[src/hdl/fpc_pkg.sv]
// Shared types and constants for the fractional-N PLL register calculator.
// Used by fpc_word_out and by the top level; depends on nothing else.
package fpc_pkg;

   // Configuration register indexes.
   localparam logic [2:0] CSR_REF_FREQ  = 3'd0;
   localparam logic [2:0] CSR_REF_DIV   = 3'd1;
   localparam logic [2:0] CSR_DOUBLER   = 3'd2;
   localparam logic [2:0] CSR_HALVER    = 3'd3;
   localparam logic [2:0] CSR_BAND_FAST = 3'd4;
   localparam logic [2:0] CSR_FB_VCO    = 3'd5;
   localparam logic [2:0] CSR_PUMP      = 3'd6;
   localparam logic [2:0] CSR_RF_POWER  = 3'd7;

   // Word slots, in the order they leave the block.
   localparam logic [2:0] WORD_R5 = 3'd0;
   localparam logic [2:0] WORD_R4 = 3'd1;
   localparam logic [2:0] WORD_R3 = 3'd2;
   localparam logic [2:0] WORD_R2 = 3'd3;
   localparam logic [2:0] WORD_R1 = 3'd4;
   localparam logic [2:0] WORD_R0 = 3'd5;

   localparam logic [39:0] VCO_MIN_HZ   = 40'd2200000000;
   localparam logic [39:0] VCO_MAX_HZ   = 40'd4400000000;
   localparam logic [26:0] PFD_INT_MAX  = 27'd90000000;
   localparam logic [9:0]  MOD_STEP_HZ  = 10'd1000;
   localparam logic [18:0] BAND_FAST_HZ = 19'd500000;
   localparam logic [18:0] BAND_SLOW_HZ = 19'd125000;
   localparam logic [7:0]  BAND_FAST_MAX = 8'd254;
   localparam logic [7:0]  BAND_SLOW_MAX = 8'd255;
   localparam logic [11:0] MOD_MIN = 12'd2;
   localparam logic [11:0] MOD_MAX = 12'd4095;
   localparam logic [11:0] CLK_DIV_VALUE = 12'd150;

   typedef struct packed {
      logic [2:0]  div;
      logic [7:0]  band;
      logic [11:0] modv;
      logic [15:0] intv;
      logic [11:0] fracv;
      logic        int_mode;
      logic        range_err;
      logic        clamped;
      logic        too_high;
   } fpc_item_type;

   typedef struct packed {
      logic       fb_vco;
      logic [1:0] rf_power;
      logic       band_fast;
      logic       doubler;
      logic       halver;
      logic [9:0] rdiv;
      logic [3:0] pump;
   } fpc_cfg_type;

endpackage

[src/hdl/fpc_word_out.sv]
// Output stage: holds one finished result and sends its six register words.
// Depends on fpc_pkg for the item and configuration structs.
module fpc_word_out (
   input  logic                 clock,
   input  logic                 reset,
   input  logic                 load_valid,
   output logic                 load_ready,
   input  fpc_pkg::fpc_item_type load_item,
   input  fpc_pkg::fpc_cfg_type  cfg,
   output logic                 rsp_valid,
   input  logic                 rsp_ready,
   output logic [31:0]          rsp_reg_word,
   output logic                 rsp_last_word,
   output logic                 rsp_range_error,
   output logic                 rsp_value_clamped,
   output logic                 rsp_pfd_too_high
);

   logic                  busy_ff;
   logic                  busy_in;
   logic [2:0]            slot_ff;
   logic [2:0]            slot_in;
   fpc_pkg::fpc_item_type item_ff;
   logic                  load_take;
   logic                  im;

   // A new result may be loaded in the cycle in which R0 is handed over.
   assign load_ready = !busy_ff || (rsp_ready && slot_ff == fpc_pkg::WORD_R0);
   assign load_take  = load_valid && load_ready;

   always_comb begin
      busy_in = busy_ff;
      slot_in = slot_ff;
      if (load_take) begin
         busy_in = 1'b1;
         slot_in = fpc_pkg::WORD_R5;
      end else if (busy_ff && rsp_ready) begin
         if (slot_ff == fpc_pkg::WORD_R0) begin
            busy_in = 1'b0;
         end else begin
            slot_in = slot_ff + 3'd1;
         end
      end
   end

   always_ff @(posedge clock) begin
      if (reset) begin
         busy_ff <= 1'b0;
         slot_ff <= fpc_pkg::WORD_R5;
      end else begin
         busy_ff <= busy_in;
         slot_ff <= slot_in;
      end
   end

   always_ff @(posedge clock) begin
      if (load_take) begin
         item_ff <= load_item;
      end
   end

   assign im = item_ff.int_mode;

   always_comb begin
      case (slot_ff)
         fpc_pkg::WORD_R5: rsp_reg_word = {9'd0, 1'b1, 1'b0, 2'b11, 16'd0, 3'd5};
         fpc_pkg::WORD_R4: rsp_reg_word = {8'd0, cfg.fb_vco, item_ff.div, item_ff.band,
                                           1'b0, 1'b1, 4'd0, 1'b1, cfg.rf_power, 3'd4};
         fpc_pkg::WORD_R3: rsp_reg_word = {8'd0, cfg.band_fast, im, im, 6'd0,
                                           fpc_pkg::CLK_DIV_VALUE, 3'd3};
         fpc_pkg::WORD_R2: rsp_reg_word = {6'd0, cfg.doubler, cfg.halver, cfg.rdiv, 1'b0,
                                           cfg.pump, im, im, 4'd0, 3'd2};
         fpc_pkg::WORD_R1: rsp_reg_word = {4'd0, 1'b1, 11'd0, 1'b1, item_ff.modv, 3'd1};
         fpc_pkg::WORD_R0: rsp_reg_word = {1'b0, item_ff.intv, item_ff.fracv, 3'd0};
         default:          rsp_reg_word = 32'd0;
      endcase
   end

   assign rsp_valid         = busy_ff;
   assign rsp_last_word     = (slot_ff == fpc_pkg::WORD_R0);
   assign rsp_range_error   = item_ff.range_err;
   assign rsp_value_clamped = item_ff.clamped;
   assign rsp_pfd_too_high  = item_ff.too_high;

endmodule

[config.mk]
export PLATFORM = sky130hd
export DESIGN_NAME = fpc_word_out
export DESIGN_NICKNAME = d
export VERILOG_FILES = /design/src/hdl/fpc_pkg.sv /design/src/hdl/fpc_word_out.sv
export SDC_FILE = /design/constraint.sdc
export NUM_CORES = 1
export LEC_CHECK = 0
export BUFFER_PORTS_ARGS = -buffer_cell sky130_fd_sc_hd__buf_2
export CAP_MARGIN = 0
export CORE_MARGIN = 2
export CORE_UTILIZATION = 40
export DETAILED_ROUTE_END_ITERATION = 16
export HOLD_SLACK_MARGIN = 0.1
export PLACE_DENSITY = 0.71
export SLEW_MARGIN = 5
export SYNTH_ARGS = -nofsm -noshare
export SYNTH_HDL_FRONTEND = slang
export SYNTH_SLANG_ARGS = --single-unit
[constraint.sdc]
create_clock -name clock -period 6.54 [get_ports clock]
set_input_delay 1.308 -clock clock [delete_from_list [all_inputs] [get_ports clock]]
set_output_delay 1.308 -clock clock [all_outputs]
set_load 0.1 [all_outputs]
==> results by group <==
Hold path
  • Worst hold path class: flop to flop

Placed design
  • GPL Wtd Cong: 0.696
  • DP Cell Count: 348
  • Input/output buffers: 115
  • DP HPWL: 3800 µm
  • Pre-CTS WS: 2.90 ns

STA
  • Worst Skew: 0.00520 ns
  • Worst-Margin Slew: 1.01 ns
  • Slew Limit Fails: 0
  • RSZ-0062 raised after global routing: no
  • Final Hold Slack: 0.537 ns
  • Fmax: roughly 250 MHz
  • Hold Fails Final Rpt: 0
  • Worst rel slew slack: 0.327
  • Final min period: 4.01 ns
  • Final worst slack: 2.53 ns
  • Setup TNS: 0 ns
  • Setup violators final: 0
  • Crit share post-route: 0.613

Floorplanning
  • Core box area: just under 6000 µm²
  • Rows: 28
  • Die area: 6800 µm²
  • I/O Pins: 117
  • Die width: 82.5 µm
  • Die H: 82.5 µm
  • Starting Density: 0.416

Final layout
  • Final core utilization: 0.562
  • Share of layout cells above drive strength 1: 0.497
  • Non-filler cells in the finished layout: 364
  • Fill count: slightly above 500
  • Reg area: 1730 µm²
  • Final #Nets: 368
  • Area of the multi-input gates: roughly 640 µm²
  • Area Growth Syn to Fin: 35.0%

Clocking
  • Max H-tree Level: 3
  • PostCTS Resize Cnt: 0
  • TritonCTS Buffers: 9
  • CTS tree: built
  • CTS max path bufs: 2
  • CTS Sinks: 59
  • Clk Latency, worst-skew pair: ~0.33 ns
  • Postcts setup bufs: 0
  • Clock Pin Slew Worst Setup and Hold Paths: around 0.060 ns
  • CTS Hold Bufs: 0
  • Clk root buf: clkbuf_8

Detailed routing
  • Initial DRC count: 124
  • Routed vias/inst: ~5
  • Wire length per cell: 15.3 µm
  • Total number of vias: 1,815
  • DRT antenna net count: 0
  • Post-Route WL: 5570 µm
  • Drt drc: 0
  • Drt first pass iters: 4

Setup path
  • Max FO, Critical Path: 24
  • Arrival time worst endpoint: between 2 and 3 ns
  • Critical path endpoint category: output pin
  • CP delay by family, top: buffers and inverters
  • CP Buf/Inv Count: 3
  • Max incr delay on CP: 0.82 ns
  • Crit path launch type: flop
  • Critical Path RT: 5.23 ns
  • Slowest CP cell: ha_1
  • Crit Path Category: flop to output pin
  • CP Cell Sequence: inv_1 > ha_1 > nand2_4 > inv_2 > a22oi_1 > o21ai_0 > buf_2

Synthesis
  • Post-synth EDFFs: 55
  • Top cell type's share of synthesized area: 0.670
  • Synth top area cells: edfxtp_1, dfxtp_1, mux2_2
  • Synth cell types: 31
  • Most common cell in the netlist: edfxtp_1
  • FF+latch count, synth: 59
  • Syn_nets: 251
  • Seq/Total Area, Yosys: 0.703
  • Yosys warnings: 0
  • Syn_area_per_cell: about 15 µm²
  • Largest area contributor in the netlist: edfxtp_1
  • Primary FF master, synth: edfxtp_1
  • Top cells by count, synth: edfxtp_1, a22oi_1
  • Mapped Area: 2460 µm²
  • Gate Count Post-Synth: 167
  • Async SR Flop Fraction: 0

Power
  • Worst IR Drop VDD: 0.222 mV
  • Leak: 1.49 nW
  • Pwr Density: 292 nW/µm²

GRT
  • First-pass GRT wire length: 8020 µm
  • Initial antenna violation count: 1
  • Vias in the first global route: 1,779
  • Pin count of the biggest net entering global routing: 56
  • Total Routing Usage GR: 0.165
  • Grt total ovfl: 0

Status
  • Status: completed

Flow run
  • Max_cap viols: 0
==> cell usage in the layout (no fill, tap or decap), types with 2 or more instances in the layout <==
| cell | n |
|---|---|
| buf_2 | 115 |
| edfxtp_1 | 55 |
| a22oi_1 | 10 |
| clkbuf_8 | 9 |
| nand2_1 | 8 |
| inv_1 | 8 |
| a21oi_1 | 8 |
| o21ai_0 | 8 |
| mux2_2 | 7 |
| a22o_1 | 6 |
| a222oi_1 | 5 |
| ha_1 | 5 |
| nor2_1 | 4 |
| and3_1 | 4 |
| dfxtp_1 | 4 |
| nand3_1 | 3 |
| nand2b_1 | 3 |
| a221o_1 | 3 |
| nor2b_1 | 3 |
| bufinv_16 | 3 |
| and2_1 | 2 |
| buf_4 | 2 |
==> path summary, 6_finish.rpt <==
path                            startpoint                to  slack, ns  depth (start not counted)
worst max-delay path            slot_ff[1]  rsp_reg_word[22]       2.53                          7
worst min-delay path            slot_ff[1]        slot_ff[1]       0.54                          2
worst max register to register  slot_ff[1]       item_ff[15]       3.89                          6
worst min register to register  slot_ff[1]        slot_ff[1]       0.54                          2
==> where the power goes <==
part	switching (mW)	total (mW)	internal [mW]	leakage (nW)
sequential	0.00556	0.443	0.437	0.557
clock	0.142	0.393	0.250	0.112
combinational	0.103	0.137	0.0336	0.824
==> final cells by class <==
type | instances | area share
tap | 75 | 0.0282
timing repair buffer | 117 | 0.178
clock buffer | 10 | 0.0384
multi-input combinational | 88 | 0.193
antenna | 1 | 0.000752
sequential | 59 | 0.521
inverter | 9 | 0.0102
clock inverter | 5 | 0.0309
==> state kept, by name, summed over array words and instances, names as in the netlist <==
signal	count
im	1
rsp_valid	1
rsp_range_error	1
rsp_pfd_too_high	1
rsp_value_clamped	1
item_ff	51
slot_ff	3
==> metrics by stage <==
stage | total power, mW | cell area, µm²
floorplan | 0.549 | 2460
global placement | 0.587 | 3090
detailed placement | 0.589 | 3090
CTS | 0.979 | 3320
global route | 1.00 | 3320
finish | 0.972 | 3330
==> worst register-to-register path, delay by kind of cell, from the launching register on <==
kind	cells	cell delay, ns
fa+ha+maj	1	0.82
buf+inv	2	0.60
flops	1	0.33
simple gates	3	0.47
==> metal layers <==
metal	GRT usage	vias up	wire, µm
met4	0.0967	0	131
met5	0	-	0
met3	0.0554	14	447
li1	-	879	-
met2	0.269	73	2760
met1	0.190	849	2240
==> cells by family after synthesis <==
logic type	after synthesis	synth area share
other	1	0.00152
DFF	59	0.703
buffers and inverters	20	0.0366
muxes	7	0.0320
AOI/OAI and AO/OA	45	0.136
adders and majority gates	5	0.0254
and+or+nand+nor	30	0.0660
No activity file was read; power rests on OpenSTA's default activity.
