[src/hdl/fpc_div_pipe.sv]
// Pipelined restoring divider, one quotient bit per register stage.
// Carries a side-band payload alongside; needs no package.
module fpc_div_pipe #(
   parameter int N_W  = 8,
   parameter int D_W  = 8,
   parameter int Q_W  = 8,
   parameter int SB_W = 1
) (
   input  logic            clock,
   input  logic            reset,
   input  logic            enable,
   input  logic            in_valid,
   input  logic [N_W-1:0]  in_num,
   input  logic [D_W-1:0]  in_den,
   input  logic [SB_W-1:0] in_sb,
   output logic            out_valid,
   output logic [Q_W-1:0]  out_quo,
   output logic [D_W-1:0]  out_rem,
   output logic [SB_W-1:0] out_sb
);

   localparam int A_W = D_W + Q_W;

   // The accumulator holds the partial remainder above the unused dividend bits,
   // which are replaced by quotient bits from the bottom as the stages go by.
   logic            valid_w [Q_W+1];
   logic [A_W-1:0]  acc_w   [Q_W+1];
   logic [D_W-1:0]  den_w   [Q_W+1];
   logic [SB_W-1:0] sb_w    [Q_W+1];

   assign valid_w[0] = in_valid;
   assign acc_w[0]   = A_W'(in_num);
   assign den_w[0]   = in_den;
   assign sb_w[0]    = in_sb;

   for (genvar i = 0; i < Q_W; i++) begin : g_stage
      logic            valid_ff;
      logic [A_W-1:0]  acc_ff;
      logic [A_W-1:0]  acc_in;
      logic [D_W-1:0]  den_ff;
      logic [SB_W-1:0] sb_ff;
      logic [A_W:0]    shifted;
      logic [D_W:0]    upper;
      logic [D_W:0]    diff;

      always_comb begin
         shifted = {acc_w[i], 1'b0};
         upper   = shifted[A_W:Q_W];
         diff    = upper - {1'b0, den_w[i]};
         if (upper >= {1'b0, den_w[i]}) begin
            acc_in = {diff[D_W-1:0], shifted[Q_W-1:1], 1'b1};
         end else begin
            acc_in = {upper[D_W-1:0], shifted[Q_W-1:1], 1'b0};
         end
      end

      always_ff @(posedge clock) begin
         if (reset) begin
            valid_ff <= 1'b0;
         end else if (enable) begin
            valid_ff <= valid_w[i];
         end
      end

      always_ff @(posedge clock) begin
         if (enable) begin
            acc_ff <= acc_in;
            den_ff <= den_w[i];
            sb_ff  <= sb_w[i];
         end
      end

      assign valid_w[i+1] = valid_ff;
      assign acc_w[i+1]   = acc_ff;
      assign den_w[i+1]   = den_ff;
      assign sb_w[i+1]    = sb_ff;
   end

   assign out_valid = valid_w[Q_W];
   assign out_quo   = acc_w[Q_W][Q_W-1:0];
   assign out_rem   = acc_w[Q_W][A_W-1:Q_W];
   assign out_sb    = sb_w[Q_W];

endmodule

[config.mk]
export PLATFORM = sky130hd
export DESIGN_NAME = fpc_div_pipe
export DESIGN_NICKNAME = d
export VERILOG_FILES = /design/src/hdl/fpc_div_pipe.sv
export SDC_FILE = /design/constraint.sdc
export NUM_CORES = 1
export LEC_CHECK = 0
export BUFFER_PORTS_ARGS = -buffer_cell sky130_fd_sc_hd__buf_2
export CORE_MARGIN = 1.5
export CORE_UTILIZATION = 56
export CTS_CLUSTER_DIAMETER = 60
export DETAILED_ROUTE_END_ITERATION = 16
export PLACE_DENSITY = 0.87
export SYNTH_ARGS = -nofsm -noshare
export SYNTH_HDL_FRONTEND = slang
export SYNTH_SLANG_ARGS = --single-unit
[constraint.sdc]
create_clock -name clock -period 2.1 [get_ports clock]
set_input_delay 0.525 -clock clock [delete_from_list [all_inputs] [get_ports clock]]
set_output_delay 0.525 -clock clock [all_outputs]
set_load 0.01 [all_outputs]
==> results.md, run 1 <==
* Status: complete, but fails checks
* Failing checks: negative setup slack
* CP max FO at 3
* Hold Path Depth at 1
* CP bufs+invs at 1
* DRC Markers at 0
* Maximum clock insertion buffer count at 2
* Clock sinks at 200
* Internal power at 9.328 mW
* Vias per Instance at between 5 and 6
* Die H at 132.5 um
* Slowest stage cell on the critical path: edfxtp_1
* Max_cap viols at 0
* Final setup fails at 12
* Area Overhead vs Synth at 24.02%
* Worst path max stage delay at around 420 ps
* Worst-path cell chain: ha_1 > and2_1 > nand2_1 > nor3_2 > a211oi_4 > buf_6 > mux2_4
* Synth Warn # at 0
* First-pass GRT wire length at 28010 um
* Num CTS Buffers at 17
* Setup TNS at -239.5 ps
* All-Layer GR Usage at 20.43%
* R2r worst-path depth at 7
* RSZ-0062 raised after global routing: true
* Switch share at 30.66%
* Netlist Area Pre-Place at about 0.0094 sq mm
* Ant. Diodes at 0
* Share of cells above drive strength 1 at 31.31%
* Seq cells post-synth at 200
* H-tree depth at 4
* Clk root buf: clkbuf_16
* Number of DRC markers in iteration 0 at ~400
* Relative slew slack at 68.45%
* Clk network pwr share at between 20 and 25%
* CTS Hold Buffers Added at 0
* Launch point of the worst reg-to-reg path: g_stage[2].acc_ff[12]
* Most common cell after layout, fill and taps aside: edfxtp_1
* Total core area at 0.01647 sq mm
* Switch Pwr at 4.125 mW
* NumNets Final at roughly 910
* DR WL/cell at 17.86 um
* EDFF count, synth at 192
* Die W at 132.5 um
* Most used DFF post-synth: edfxtp_1
* Yosys cell types at 52
* RR Endpoint: g_stage[3].acc_ff[11]
* Post-synthesis sequential area ratio at 63.05%
* Fin. max-slew vios at 0
* GRT overflow at 0
* Vias in the first global route at ~6100
* Critical Path Start: g_stage[2].acc_ff[12]
* Power Dens Cells at 1154 mW/mm^2
* Detail Placement HPWL at 11650 um
* Clock skew at 9.681 ps
* Leak at 4.544 nW
* ANT nets after route at 0
* Comb power frac at 35.6%
* Crit path kind: flop to flop
* Final hold viol count at 0
* Mapped Cells at between 700 and 800
* Final WS setup at -33.97 ps
* Reg clk slew, reported paths at 70 ps
* TritonRoute pass-1 iters at 5
* CTS tree: built
* Hold Crit Class: primary input to flop
* Post-layout minimum cycle time at between 2000 and 2500 ps
* Final WL at roughly 19000 um
* VDD IR max at 0.7490 mV
* Actual slew at the worst max-slew pin at between 400 and 500 ps
* Sequential share of power at 41.6%
* GPL Wtd Cong at 0.8407
* Fin crit share at 101.6%
* Initial Util at 57.07%
* Tot Pwr at 13.45 mW
* Hold endpoint: g_stage[0].acc_ff[7]
* Fmax achieved at 468.6 MHz
* CP Launch Type: flop
* CP required at 2280 ps
* Num ports at 39
* Syn avg cell area at approximately 13 sq um
* Die Area at 0.01757 sq mm
* Skew-Pair Late Insertion Delay at 430 ps
* CP Capture Type: flop
* Top delay family on crit path: flip-flops
* Vias at about 6000
* Syn nets at 787
* Fraction of registers with async set/reset at 0%
* HP Start: in_num[6]
* Initial antenna violation count at 0
* Final Util at 70.78%
* Fill cells at 1010
* WP depth at 7
* Worst R2R Setup Slack at -30 ps
* Crit path DAT at 2310 ps
* # port buffers at 38
* Row count at 47
* Most frequent cells in the layout: 192 x edfxtp_1, 65 x inv_1, 64 x buf_4
* Largest net degree at the start of global routing at 48
==> logic make-up after synthesis <==
family | Yosys count | synth area share [%]
buffers and inverters | 83 | 3.368
adder cells (fa/ha/maj) | 65 | 9.213
AO/OA/AOI/OAI | 155 | 11.08
AND/OR/NAND/NOR | 147 | 7.935
XOR/XNOR | 21 | 1.957
flip-flops | 200 | 63.05
multiplexers | 30 | 3.395
==> worst max-delay path by stage <==
| stage | endpoint | slack [ps] |
|---|---|---|
| 3_3_place_gp | g_stage[4].acc_ff[13] | -20 |
| 6_report | g_stage[3].acc_ff[11] | -30 |
| 5_1_grt | g_stage[3].acc_ff[14] | -90 |
| 3_5_place_dp | g_stage[6].acc_ff[11] | -80 |
| 4_1_cts | g_stage[1].acc_ff[15] | 0.2 |
| 2_1_floorplan | g_stage[4].acc_ff[10] | 2 |
==> through the flow <==
step,hold WS (ps),std cells,area [sq um],setup slack (ps)
floorplan,400.3,701,9423,2.150
global placement,400.4,1005,10330,-17.46
detailed placement,404.5,1005,10330,-82.13
CTS,243.7,1047,11090,0.1807
global route,252.6,1060,11650,-91.49
finish,262.6,1060,11650,-33.97
==> sequential cells by signal, indices dropped and copies added, names as in the netlist <==
name,cells
g_stage.acc_ff,128
out_sb,1
g_stage.valid_ff,7
g_stage.sb_ff,7
g_stage.den_ff,56
out_valid,1
==> worst reg2reg max path, delay by kind of cell, from the launching register on <==
kind / cells / cell delay, ps
AND/OR/NAND/NOR: 3 / 340
adder cells (fa/ha/maj): 1 / 340
multiplexers: 1 / 300
flip-flops: 1 / 420
AO/OA/AOI/OAI: 1 / 310
buffers and inverters: 1 / 160
==> synthesized netlist by cell type (all sizes together) (7+ instances only) <==
cell type | n | area share (%)
o21ai | 53 | 2.9
nor2b | 10 | 0.67
inv | 76 | 3.0
mux2i | 15 | 1.6
nand3 | 7 | 0.37
nor3 | 11 | 0.59
dfxtp | 8 | 1.7
edfxtp | 192 | 61
xor2 | 10 | 0.93
o21a | 13 | 1.0
a21boi | 9 | 0.76
a21o | 7 | 0.57
xnor2 | 11 | 1.0
nand2b | 9 | 0.60
o31ai | 9 | 0.72
mux2 | 15 | 1.8
a21oi | 36 | 2.0
ha | 58 | 7.7
nor2 | 24 | 0.96
nand2 | 49 | 2.0
fa | 7 | 1.5
and2 | 11 | 0.75
==> timing repair <==
action                                  CTS  global route
pin swaps                                 9            32
gates resized for setup                  34           106
endpoints found under the setup margin   42            56
cloned                                    1             0
buffers inserted                          9            13
==> layer usage <==
layer / track usage (%) / up-vias / share of wire, % / wire length [um]
met2: 39.62 / 184 / 56 / 10530
met1: 21.09 / 2898 / 37 / 7054
met4: 8.791 / 0 / 3.6 / 677
li1: - / 2844 / - / -
met5: 0 / - / 0 / 0
met3: 4.330 / 56 / 3.5 / 666
==> area by class of cell <==
cell class	instances	area (sq um)	area share, %
Multi-Input combinational cell	418	3755	32.22
Clock buffer	21	450.4	3.865
Clock inverter	11	96.34	0.8266
Sequential cell	200	5926	50.84
Inverter	76	285.3	2.448
Tap cell	220	275.3	2.362
Timing Repair Buffer	114	867.1	7.440
==> power by group through the flow <==
| stage | Sequential [mW] | Clock, mW | Combinational [mW] |
|---|---|---|---|
| 2_1_floorplan | 5.55 | 0 | 2.51 |
| 3_3_place_gp | 5.58 | 0 | 3.52 |
| 3_5_place_dp | 5.61 | 0 | 3.69 |
| 4_1_cts | 5.53 | 3.11 | 4.03 |
| 5_1_grt | 5.65 | 3.24 | 5.18 |
| 6_report | 5.60 | 3.07 | 4.79 |
Note: power is estimated with default switching activity, not from simulation.
==> run 2, diff against run 1 <==
- CORE_MARGIN: 1.5 -> default
- SKIP_CTS_REPAIR_TIMING: default -> 1
==> results.md, run 2 (synthesis gave the netlist of run 1 again) <==
* Total core area at 0.01612 sq mm (-2.1%)
* Footprint of the multi-input gates at 0.003782 sq mm (+0.73%)
* Max reg flops at 128 (unchanged)
* ANT nets after route at 0 (unchanged)
* Vias per Instance at 5.696 (+0.93%)
* Crit path kind: flop to flop
* Post-layout minimum cycle time at 2130 ps (-4.436 ps)
* Ant. Diodes at 0 (unchanged)
* NumNets Final at 912 (-0.11%)
* Top reg by flops: g_stage.acc_ff
* Clock sinks at 200 (unchanged)
* Initial Util at 58.32% (+1.2 points)
* DR WL/cell at 18.09 um (+1.3%)
* First-pass GRT wire length at 27290 um (-2.6%)
* Fill cells at 994 (-1.6%)
* Vias at 6009 (+0.45%)
* Pre-CTS setup slack at -105.0 ps (-22.82 ps)
* GRT overflow at 0 (unchanged)
* Largest net degree at the start of global routing at 51 (+6.3%)
* Vias in the first global route at 5922 (-3.1%)
* Status: complete, but fails checks
* All-Layer GR Usage at 20.26% (-0.17 points)
* Max_cap viols at 0 (unchanged)
* Number of DRC markers in iteration 0 at 350 (-11%)
* CP required at 2360 ps (+80 ps)
* Crit path DAT at 2390 ps (+80 ps)
* Final WS setup at -29.53 ps (+4.436 ps)
* Hold Path Depth at 1 (unchanged)
* Leak at 4.544 nW (about the same)
* Initial antenna violation count at 0 (unchanged)
* Fin. max-slew vios at 0 (unchanged)
* Most frequent cells in the layout: 192 x edfxtp_1, 68 x inv_1, 62 x buf_4
* Critical Path Start: g_stage[1].den_ff[3]
* Share of cells above drive strength 1 at 32.18% (+0.87 points)
* TritonRoute pass-1 iters at 6 (+1)
* Fin crit share at 101.4% (-0.21 points)
* # port buffers at 38 (unchanged)
* Die W at 131.5 um (-0.75%)
* Register Area at 0.005926 sq mm (unchanged)
* Final setup fails at 7 (-5)
* Actual slew at the worst max-slew pin at 372.5 ps (-100.7 ps)
* RR Endpoint: g_stage[2].acc_ff[14]
* Fmax achieved at 469.6 MHz (+0.21%)
* Detail Placement HPWL at 11890 um (+2.1%)
* Final hold viol count at 0 (unchanged)
* R2r worst-path depth at 8 (+1)
* Tot Pwr at 13.62 mW (+1.2%)
* CP Launch Type: flop
* Relative slew slack at 74.94% (+6.5 points)
* Power Dens Cells at 1167 mW/mm^2 (+1.1%)
* CP max FO at 4 (+1)
* CP Capture Type: flop
* Maximum clock insertion buffer count at 2 (unchanged)
* Num CTS Buffers at 17 (unchanged)
* Failing checks: negative setup slack
* DRC Markers at 0 (unchanged)
* VDD IR max at 0.7196 mV (-3.9%)
* Final std cells w/o fill at 1055 (-0.47%)
* CTS tree: built
* Launch point of the worst reg-to-reg path: g_stage[1].den_ff[3]
* Die Area at 0.01730 sq mm (-1.5%)
* Clk root buf: clkbuf_16
* Num ports at 39 (unchanged)
* RSZ-0062 raised after global routing: true
* Die H at 131.5 um (-0.75%)
* Hold Crit Class: primary input to flop
* H-tree depth at 4 (unchanged)
* Skew-Pair Late Insertion Delay at 440 ps (about the same)
* Clock skew at 9.589 ps (-0.09157 ps)
* Dpl cell area at 0.01023 sq mm (-0.90%)
* Setup crit end: g_stage[2].acc_ff[14]
* Final WL at 19090 um (+0.80%)
* Cell area after layout at 0.01167 sq mm (+0.17%)
* Regs by FF count: g_stage.acc_ff x128, g_stage.den_ff x56
* Row count at 46 (-2.1%)
* Reg clk slew, reported paths at 70 ps (about the same)
* Area Overhead vs Synth at 24.23%
* Worst R2R Setup Slack at -30 ps (about the same)
* Placed instance count at 991 (-1.4%)
* GPL Wtd Cong at 0.8868 (+5.5%)
* Most common cell after layout, fill and taps aside: edfxtp_1
run 2: cell count changes in the layout (fill, tap and decap cells not counted), sizes merged:
cell	change
buf	-2
clkdlybuf4s15	+1
clkbuf	-3
clkinvlp	-1
inv	+4
run 2: worst min-delay path by stage:
stage | slack, ps | from | to
finish | 260 | in_num[0] | g_stage[0].acc_ff[1]
global route | 240 | in_num[0] | g_stage[0].acc_ff[1]
detailed placement | 400 | g_stage[0].sb_ff | g_stage[1].sb_ff
global placement | 400 | g_stage[5].acc_ff[2] | g_stage[6].acc_ff[3]
CTS | 250 | in_num[0] | g_stage[0].acc_ff[1]
floorplan | 400 | g_stage[0].acc_ff[0] | g_stage[1].acc_ff[1]
run 2: per-layer routing:
metal | part of all wire [%] | GRT usage, % | routed length [um] | up-vias
met4 | 3.7 | 9.302 | 699 | 0
met2 | 55 | 37.15 | 10510 | 177
met3 | 3.2 | 4.437 | 612 | 58
met5 | 0 | 0 | 0 | -
met1 | 38 | 22.22 | 7262 | 2935
li1 | - | - | - | 2839
run 2: power breakdown:
part / switching (mW) / internal [mW]
Clock: 1.49 / 1.67
Sequential: 0.359 / 5.23
Combinational: 2.43 / 2.44
Total: 4.28 / 9.34
run 2: area by class of cell:
type / count / share of cell area, %
Clock inverter: 14 / 1.200
Inverter: 76 / 2.443
Clock buffer: 18 / 3.676
Multi-Input combinational cell: 418 / 32.40
Tap cell: 216 / 2.315
Timing Repair Buffer: 113 / 7.213
Sequential cell: 200 / 50.76
run 2: per-stage QoR:
stage	TNS [ps]	utilization [%]	hold WS [ps]
5_1_grt	-1378	72.45	240.7
3_3_place_gp	-210.9	63.50	400.7
6_report	-87.88	72.45	261.6
3_5_place_dp	-1818	63.50	404.5
2_1_floorplan	0	-	400.3
4_1_cts	-3332	67.03	245.3
run 2: critical path, cell delays in order, from the launching register on:
cell,delay (ps)
edfxtp_1,410
inv_1,90
ha_1,260
buf_4,160
o21ai_0,290
a21oi_2,80
o21a_1,220
o21a_1,190
o31ai_1,230
